[config.mk]
export PLATFORM = sky130hd
export DESIGN_NAME = mfi_ctrl
export DESIGN_NICKNAME = d
export VERILOG_FILES = /design/src/hw/rtl/mfi_pkg.sv /design/src/hw/rtl/mfi_ctrl.sv
export SDC_FILE = /design/constraint.sdc
export NUM_CORES = 1
export LEC_CHECK = 0
export BUFFER_PORTS_ARGS = -buffer_cell sky130_fd_sc_hd__buf_4
export CAP_MARGIN = 20
export CORE_MARGIN = 2
export CORE_UTILIZATION = 55
export DETAILED_ROUTE_END_ITERATION = 8
export GPL_TIMING_DRIVEN = 0
export PLACE_DENSITY = 0.86
export SETUP_SLACK_MARGIN = 0.5
export SLEW_MARGIN = 15
export SYNTH_ARGS = -nofsm -noshare
export SYNTH_HDL_FRONTEND = slang
export SYNTH_SLANG_ARGS = --single-unit
[constraint.sdc]
create_clock -name clk -period 3.1 [get_ports clk]
set_input_delay 0.155 -clock clk [delete_from_list [all_inputs] [get_ports clk]]
set_output_delay 0.155 -clock clk [all_outputs]
set_load 0.005 [all_outputs]
[src/hw/rtl/mfi_pkg.sv]
package mfi_pkg;

    localparam int ACC_W      = 64;
    localparam int PERIOD_W   = 11;
    localparam int BARS_W     = 11;
    localparam int MFI_W      = 23;
    localparam int INT_BITS   = 7;
    localparam int CNT_W      = 7;
    localparam int SM_ITERS   = 64;

    localparam logic [PERIOD_W-1:0] PERIOD_RESET = 11'd14;
    localparam logic [PERIOD_W-1:0] PERIOD_MIN   = 11'd2;
    localparam logic [PERIOD_W-1:0] PERIOD_MAX   = 11'd1024;
    localparam logic [BARS_W-1:0]   BARS_MAX     = 11'd2047;

    localparam int PRICE_BITS_DEF    = 28;
    localparam int VOLUME_BITS_DEF   = 24;
    localparam int FRACTION_BITS_DEF = 16;

    localparam logic [1:0] OSEL_RATIO = 2'd0;
    localparam logic [1:0] OSEL_FULL  = 2'd1;
    localparam logic [1:0] OSEL_ZERO  = 2'd2;

    typedef struct packed {
        logic       load;
        logic       mul;
        logic       warm_add;
        logic       sm_init;
        logic       sm_step;
        logic       sm_write;
        logic       rt_init;
        logic       rt_step;
        logic       out_load;
        logic [1:0] out_sel;
    } mfi_cmd_t;

    typedef struct packed {
        logic n_zero;
        logic warm;
        logic first;
        logic up;
        logic down;
        logic pos_zero;
        logic neg_zero;
    } mfi_sts_t;

endpackage

[src/hw/rtl/mfi_ctrl.sv]
module mfi_ctrl
    import mfi_pkg::*;
#(
    parameter int FRACTION_BITS = FRACTION_BITS_DEF
)
(
    input  logic     clk,
    input  logic     rst_n,
    input  logic     in_valid,
    output logic     in_stall,
    output logic     out_valid,
    input  logic     out_stall,
    input  mfi_sts_t sts,
    output mfi_cmd_t cmd
);

    localparam int Q_W = INT_BITS + FRACTION_BITS;

    localparam logic [3:0] S_IDLE    = 4'd0;
    localparam logic [3:0] S_MUL     = 4'd1;
    localparam logic [3:0] S_DECIDE  = 4'd2;
    localparam logic [3:0] S_SM_INIT = 4'd3;
    localparam logic [3:0] S_SM_RUN  = 4'd4;
    localparam logic [3:0] S_SM_WR   = 4'd5;
    localparam logic [3:0] S_VALUE   = 4'd6;
    localparam logic [3:0] S_RT_INIT = 4'd7;
    localparam logic [3:0] S_RT_RUN  = 4'd8;
    localparam logic [3:0] S_OUT     = 4'd9;

    logic [3:0]       state_reg, state_next;
    logic [CNT_W-1:0] cnt_reg, cnt_next;
    logic [1:0]       osel_reg, osel_next;
    logic             ovalid_reg, ovalid_next;

    assign in_stall  = (state_reg != S_IDLE);
    assign out_valid = ovalid_reg;

    always_comb
    begin
        state_next  = state_reg;
        cnt_next    = cnt_reg;
        osel_next   = osel_reg;
        ovalid_next = ovalid_reg && out_stall;
        cmd         = '0;
        cmd.out_sel = osel_reg;
        unique case (state_reg)
            S_IDLE:
            begin
                if (in_valid)
                begin
                    cmd.load   = 1'b1;
                    state_next = S_MUL;
                end
            end
            S_MUL:
            begin
                cmd.mul    = 1'b1;
                state_next = S_DECIDE;
            end
            S_DECIDE:
            begin
                if (sts.n_zero)
                    state_next = S_IDLE;
                else if (sts.warm)
                begin
                    cmd.warm_add = 1'b1;
                    state_next   = sts.first ? S_VALUE : S_IDLE;
                end
                else if (sts.up || sts.down)
                    state_next = S_SM_INIT;
                else
                    state_next = S_VALUE;
            end
            S_SM_INIT:
            begin
                cmd.sm_init = 1'b1;
                cnt_next    = '0;
                state_next  = S_SM_RUN;
            end
            S_SM_RUN:
            begin
                cmd.sm_step = 1'b1;
                cnt_next    = cnt_reg + 1'b1;
                if (cnt_reg == CNT_W'(SM_ITERS - 1))
                    state_next = S_SM_WR;
            end
            S_SM_WR:
            begin
                cmd.sm_write = 1'b1;
                state_next   = S_VALUE;
            end
            S_VALUE:
            begin
                if (!sts.neg_zero)
                    state_next = S_RT_INIT;
                else
                begin
                    state_next = S_OUT;
                    if (!sts.first && sts.pos_zero)
                        osel_next = OSEL_ZERO;
                    else
                        osel_next = OSEL_FULL;
                end
            end
            S_RT_INIT:
            begin
                cmd.rt_init = 1'b1;
                cnt_next    = '0;
                state_next  = S_RT_RUN;
            end
            S_RT_RUN:
            begin
                cmd.rt_step = 1'b1;
                cnt_next    = cnt_reg + 1'b1;
                osel_next   = OSEL_RATIO;
                if (cnt_reg == CNT_W'(Q_W - 1))
                    state_next = S_OUT;
            end
            S_OUT:
            begin
                if (!ovalid_reg || !out_stall)
                begin
                    cmd.out_load = 1'b1;
                    ovalid_next  = 1'b1;
                    state_next   = S_IDLE;
                end
            end
            default:
                state_next = S_IDLE;
        endcase
    end

    always_ff @(posedge clk or negedge rst_n)
    begin
        if (!rst_n)
        begin
            state_reg  <= S_IDLE;
            cnt_reg    <= '0;
            osel_reg   <= OSEL_RATIO;
            ovalid_reg <= 1'b0;
        end
        else
        begin
            state_reg  <= state_next;
            cnt_reg    <= cnt_next;
            osel_reg   <= osel_next;
            ovalid_reg <= ovalid_next;
        end
    end

endmodule

==> results_dict.tcl, run 1 <==
set metrics [dict create \
    ir_drop_mv 0.587 \
    cp-startpoint "state_reg[2]" \
    synth_xor_area_share_pct 0.958 \
    rrSetupSlack_ns 1.36 \
    synth_ff_type "dfrtp_1" \
    core_area_um2 1540 \
    cts.reportedPaths.clkPinSlew_ns 0.09 \
    syn_avg_cell_area_um2 8.31 \
    drive_above_1_share_pct 23.9 \
    n_antenna_cell 0 \
    status "finished clean" \
    r2r_end "state_reg[0]" \
    finalMaxSlewViolations 0 \
    end_kind "output port" \
    worstSetupPathType "flop to output port" \
    synth-edff-count 0 \
    first_iter_violations 46 \
    syn_inst 110 \
    switching_power_uw 404 \
    synthesis.area_um2 915 \
    grt_max_degree 15 \
    insertion_delay_ns 0.28 \
    synth.area.top_cells "dfrtp_1, nor2_1, nand2_1, o211ai_1, nor3_1" \
    largest_register_ffs 7 \
    stdcell_count 154 \
    synth_top_cell_area_share_pct 38.3 \
    leakage_uw 0.000551 \
    synthArstFlopShare_pct 100 \
    dr_total_vias 961 \
    hp-class "input port to flop" \
    relSlewSlack_pct 64.7 \
    die-width_um 44.8 \
    required_ns 2.94 \
    ys_seq_area_share_pct 38.3 \
    start_kind "flop" \
    ant_nets 0 \
    route.detailed.drc 0 \
    cap_violations 0 \
    min_path_cells 3 \
    worst_ep_arrival_time_ns 1.70 \
    wl_per_cell_um 15.1 \
    muxShareOfSynthArea_pct 0 \
    grt_pass1_wl_um 3770 \
    htreeDepth 1 \
    p_comb_share_pct 51.8 \
    tns_ns 0 \
    synth_compound_area_share_pct 20.5 \
    yosys.cell_types.count 35 \
    ys_seq_elements 14 \
    powerDensity_nw_per_um2 801 \
    clk_path_buf_depth 2 \
    fin_nets 152 \
    synth_fa_ha_area_share_pct 2.74 \
    synth-simple-area-share_pct 33.1 \
    finalHoldViolCount 0 \
    clkPwrFrac_pct 14.9 \
    worstRegToRegCells 5 \
    fmax_ghz 0.538 \
    grt_overflow_total 0 \
    antenna_found_initial 0 \
    drt_wl_total_um 2320 \
    yosys.area.top_type "dfrtp_1" \
    numCtsBuffers 3 \
    dieArea_um2 2010 \
    syn_to_final_growth_pct 26.1 \
    first_pass_iters 4 \
    worst_clock_skew_ns 0.00300 \
    final_util_pct 74.8 \
    reg2reg_from "state_reg[2]" \
    initial_core_util_pct 59.3 \
    dp_hpwl_um 1720 \
    port_buffers 23 \
    internal-power_uw 520 \
    grt_pass1_vias 917 \
    placed_cells 149 \
    ctsResizeCount 0 \
    ctsHoldBuffers 1 \
    pwr-share-seq_pct 33.3 \
    die_h_um 44.8 \
    path_max_fanout 10 \
    post_cts_buffers 0 \
    rows 14 \
    rsz0062_at_grt "false" \
    cts-root-buf "clkbuf_4" \
    holdPathEnd "state_reg[3]" \
    io_pins 24 \
    gp_congestion 0.859 \
    syn-num-nets 123 \
    worst_pin_slew_ns 0.526 \
    synth_top_family_by_area "simple AND/OR/NAND/NOR gates" \
    post-route-period-util_pct 60.0 \
    min_from "sts[0]" \
    cts_tree "built" \
    fin_crit_ns 1.86 \
    setup_viol 0 \
    via_per_inst 6.24 \
    ys_warn_count 0 \
    grt_usage_pct 25.4 \
    cts_sinks 14 \
    p_sw_share_pct 43.7 \
]
## cell usage in the layout (no fill, tap or decap), drive strengths merged, types with 2 or more instances in the layout
cell / netlist / layout
a211o: 2 / 2
a21boi: 2 / 2
a21oi: 5 / 5
a221oi: 3 / 3
a31oi: 2 / 2
and2: 2 / 2
buf: 2 / 25
clkbuf: 2 / 6
dfrtp: 14 / 14
ha: 2 / 2
inv: 6 / 6
nand2: 12 / 12
nand2b: 4 / 4
nand3: 5 / 5
nor2: 12 / 12
nor2b: 2 / 2
nor3: 6 / 6
nor3b: 2 / 2
o211ai: 5 / 5
o21ai: 3 / 3
o22ai: 2 / 2
or4: 4 / 4
## power groups by stage
stage | logic, uW | clock network, uW | registers, uW
floorplan | 315 | 0 | 294
global placement | 460 | 0 | 305
detailed placement | 472 | 0 | 309
CTS | 474 | 137 | 306
global route | 532 | 146 | 317
finish | 479 | 138 | 308
## critical path, cell delays in order (launching register included)
cell and delay (ns):
dfrtp_1 0.42, buf_2 0.20, nand2b_4 0.18, nor3_1 0.42
buf_4 0.20
## worst max-delay path by stage
stage | endpoint | slack, ns | depth (start not counted)
6_report | cmd[3] | 1.24 | 4
3_5_place_dp | state_reg[0] | 1.39 | 5
2_1_floorplan | state_reg[0] | 1.60 | 5
5_1_grt | cmd[3] | 1.16 | 4
3_3_place_gp | state_reg[0] | 1.41 | 5
4_1_cts | cmd[3] | 1.26 | 4
## through the flow
step	cell area (um^2)	worst slack (ns)	total power, uW	hold slack (ns)
floorplan	915	1.60	608	-0.141
global placement	1110	1.41	765	0.0143
detailed placement	1110	1.39	781	0.0182
CTS	1150	1.26	918	0.147
global route	1150	1.16	996	0.169
finish	1150	1.24	924	0.148
## cells by family after synthesis
kind of cell,count (synthesis)
flops,14
simple gates,56
buf+inv,10
xor+xnor,1
compound gates,27
fa+ha+maj,2
## routing by layer
| layer | global-route usage, % | part of all wire [%] |
|---|---|---|
| met5 | 0 | 0 |
| met3 | 5.20 | 5.3 |
| met1 | 30.5 | 44 |
| met2 | 44.1 | 49 |
| met4 | 10.6 | 1.3 |
## cells in the mapped netlist (all sizes together) (2+ instances only)
cell / count
nor2: 12
nand2: 12
buf: 2
a21boi: 2
a221oi: 3
or4: 4
inv: 6
o22ai: 2
a21oi: 5
a211o: 2
clkbuf: 2
nor2b: 2
nor3b: 2
o211ai: 5
nor3: 6
o21ai: 3
and2: 2
a31oi: 2
nand3: 5
nand2b: 4
ha: 2
dfrtp: 14
## final cells by class
cell class / instances / area [um^2]
multi-input cells: 86 / 524
clock buffers: 4 / 36.3
well taps: 16 / 20.0
inverters: 6 / 22.5
fillers: 116 / 388
repair buffers: 24 / 183
plain buffers: 4 / 17.5
flip-flops and latches: 14 / 350
No activity file was read; power rests on OpenSTA's default activity.
==> run 2, diff against run 1 <==
- CORE_UTILIZATION: 55 -> 51
- PLACE_DENSITY: 0.86 -> 0.81
- clock period: 3.1 -> 1.95 ns (I/O delays scaled with it)
==> results_dict.tcl, run 2 (synthesis results as in run 1) <==
set metrics [dict create \
    status "finished clean" \
    worst_pin_slew_ns 0.288 \
    cts-root-buf "clkbuf_4" \
    finalMaxSlewViolations 0 \
    dp_hpwl_um 1740 \
    via_per_inst 5.91 \
    rsz0062_at_grt "true" \
    grt_pass1_vias 985 \
    leakage_uw 0.000629 \
    worst_ep_arrival_time_ns 1.74 \
    wl_per_cell_um 15.6 \
    final_cell_mix "buf_4, nand2_1, nor2_1, dfrtp_1, inv_1" \
    insertion_delay_ns 0.30 \
    worst_clock_skew_ns 0.000831 \
    drt_wl_total_um 2730 \
    rows 15 \
    path_max_fanout 3 \
    end_kind "flop" \
    core_area_um2 1710 \
    drive_above_1_share_pct 44.0 \
    ir_drop_mv 0.899 \
    die_h_um 46.4 \
    grt_usage_pct 27.3 \
    grt_busiest_layer "met2" \
    setup_viol 0 \
    first_pass_iters 4 \
    hp-class "input port to flop" \
    required_ns 2.15 \
    grt_max_degree 15 \
    grt_pass1_wl_um 4170 \
    dieArea_um2 2150 \
    final_common_cell "buf_4" \
    use_met2_pct 50.0 \
    finalHoldViolCount 0 \
    fin_nets 164 \
    grt_overflow_total 0 \
    die-width_um 46.4 \
    syn_to_final_growth_pct 48.8 \
    start_kind "flop" \
    post-route-period-util_pct 79.1 \
    place_area_um2 1130 \
    port_buffers 23 \
    tns_ns 0 \
    cts_tree "built" \
    cap_violations 0 \
    htreeDepth 1 \
    cts_sinks 14 \
    cts.reportedPaths.clkPinSlew_ns 0.09 \
    relSlewSlack_pct 80.6 \
    route.detailed.drc 0 \
    ant_nets 0 \
    met1_usage_pct 29.8 \
    dr_total_vias 1035 \
    grt_use_met3_pct 5.88 \
    numCtsBuffers 3 \
    n_antenna_cell 0 \
    io_pins 24 \
    largest_register_ffs 7 \
    fin_crit_ns 1.54 \
    initial_core_util_pct 53.6 \
    clk_path_buf_depth 2 \
    worstSetupPathType "flop to flop" \
    gp_congestion 0.807 \
    first_iter_violations 27 \
    fmax_ghz 0.648 \
    final_area_um2 1360 \
    powerDensity_nw_per_um2 1330 \
    antenna_found_initial 0 \
]
## run 2: cell count changes in the layout (fill, tap and decap cells not counted), moves of 3 or more
cell	before	now
buf_4	23	36
dfrtp_2	0	5
dfrtp_1	14	9
nor2_1	12	9
## run 2: final timing paths
path,start,slack (ns),endpoint,depth (start not counted)
worst min-delay path,sts[0],0.07,state_reg[3],3
max in group asynchronous,rst_n,1.58,state_reg[3],2
worst min register to register,osel_reg[1],0.53,osel_reg[1],2
min in group asynchronous,rst_n,0.18,cnt_reg[1],2
worst max register to register,state_reg[2],0.41,state_reg[0],5
worst max-delay path,state_reg[2],0.41,state_reg[0],5
## run 2: cell type report
class                           count  area, um^2
Inverter                            6        22.5
Buffer                              4        31.3
Tap cell                           25        31.3
Clock buffer                        4        36.3
Sequential cell                    14         357
Fill cell                         107         347
Timing Repair Buffer               36         273
Multi-Input combinational cell     86         611
## run 2: layer usage
layer  up-vias  share of wire, %
met5         -                 0
met3        16               7.2
met2        50                53
met4         0               3.6
li1        483                 -
met1       486                36
## run 2: worst max-delay path: stages (launching register included)
cell,delay (ns)
dfrtp_1,0.43
buf_6,0.15
nor2_4,0.12
nand3b_1,0.11
o32a_1,0.34
a221oi_2,0.30
## run 2: per-stage QoR
| step | hold slack (ns) | utilization [%] | instances | worst slack [ns] | total power, uW |
|---|---|---|---|---|---|
| final | 0.0725 | 79.7 | 175 | 0.407 | 1810 |
| after global routing | 0.100 | 79.7 | 175 | 0.379 | 1930 |
| after global placement | -0.0409 | 66.2 | 158 | 0.355 | 1230 |
| after floorplan | -0.198 | - | 110 | 0.488 | 983 |
| after CTS | 0.0857 | 77.8 | 174 | 0.473 | 1720 |
| after detailed placement | -0.0399 | 66.2 | 158 | 0.287 | 1260 |
## run 2: power by group
part           leakage [uW]  switching (uW)  total (uW)  internal, uW
combinational      0.000429             547        1080           530
clock             0.0000210             110         224           114
sequential         0.000180             125         511           386
## run 2: what timing repair did
item                       in CTS  in global routing
hold buffers                    1                  0
buffers inserted               11                  1
setup endpoints to repair      12                 16
gates resized for setup        20                  7
hold endpoints to repair       14                  0
pin swaps                       5                  4
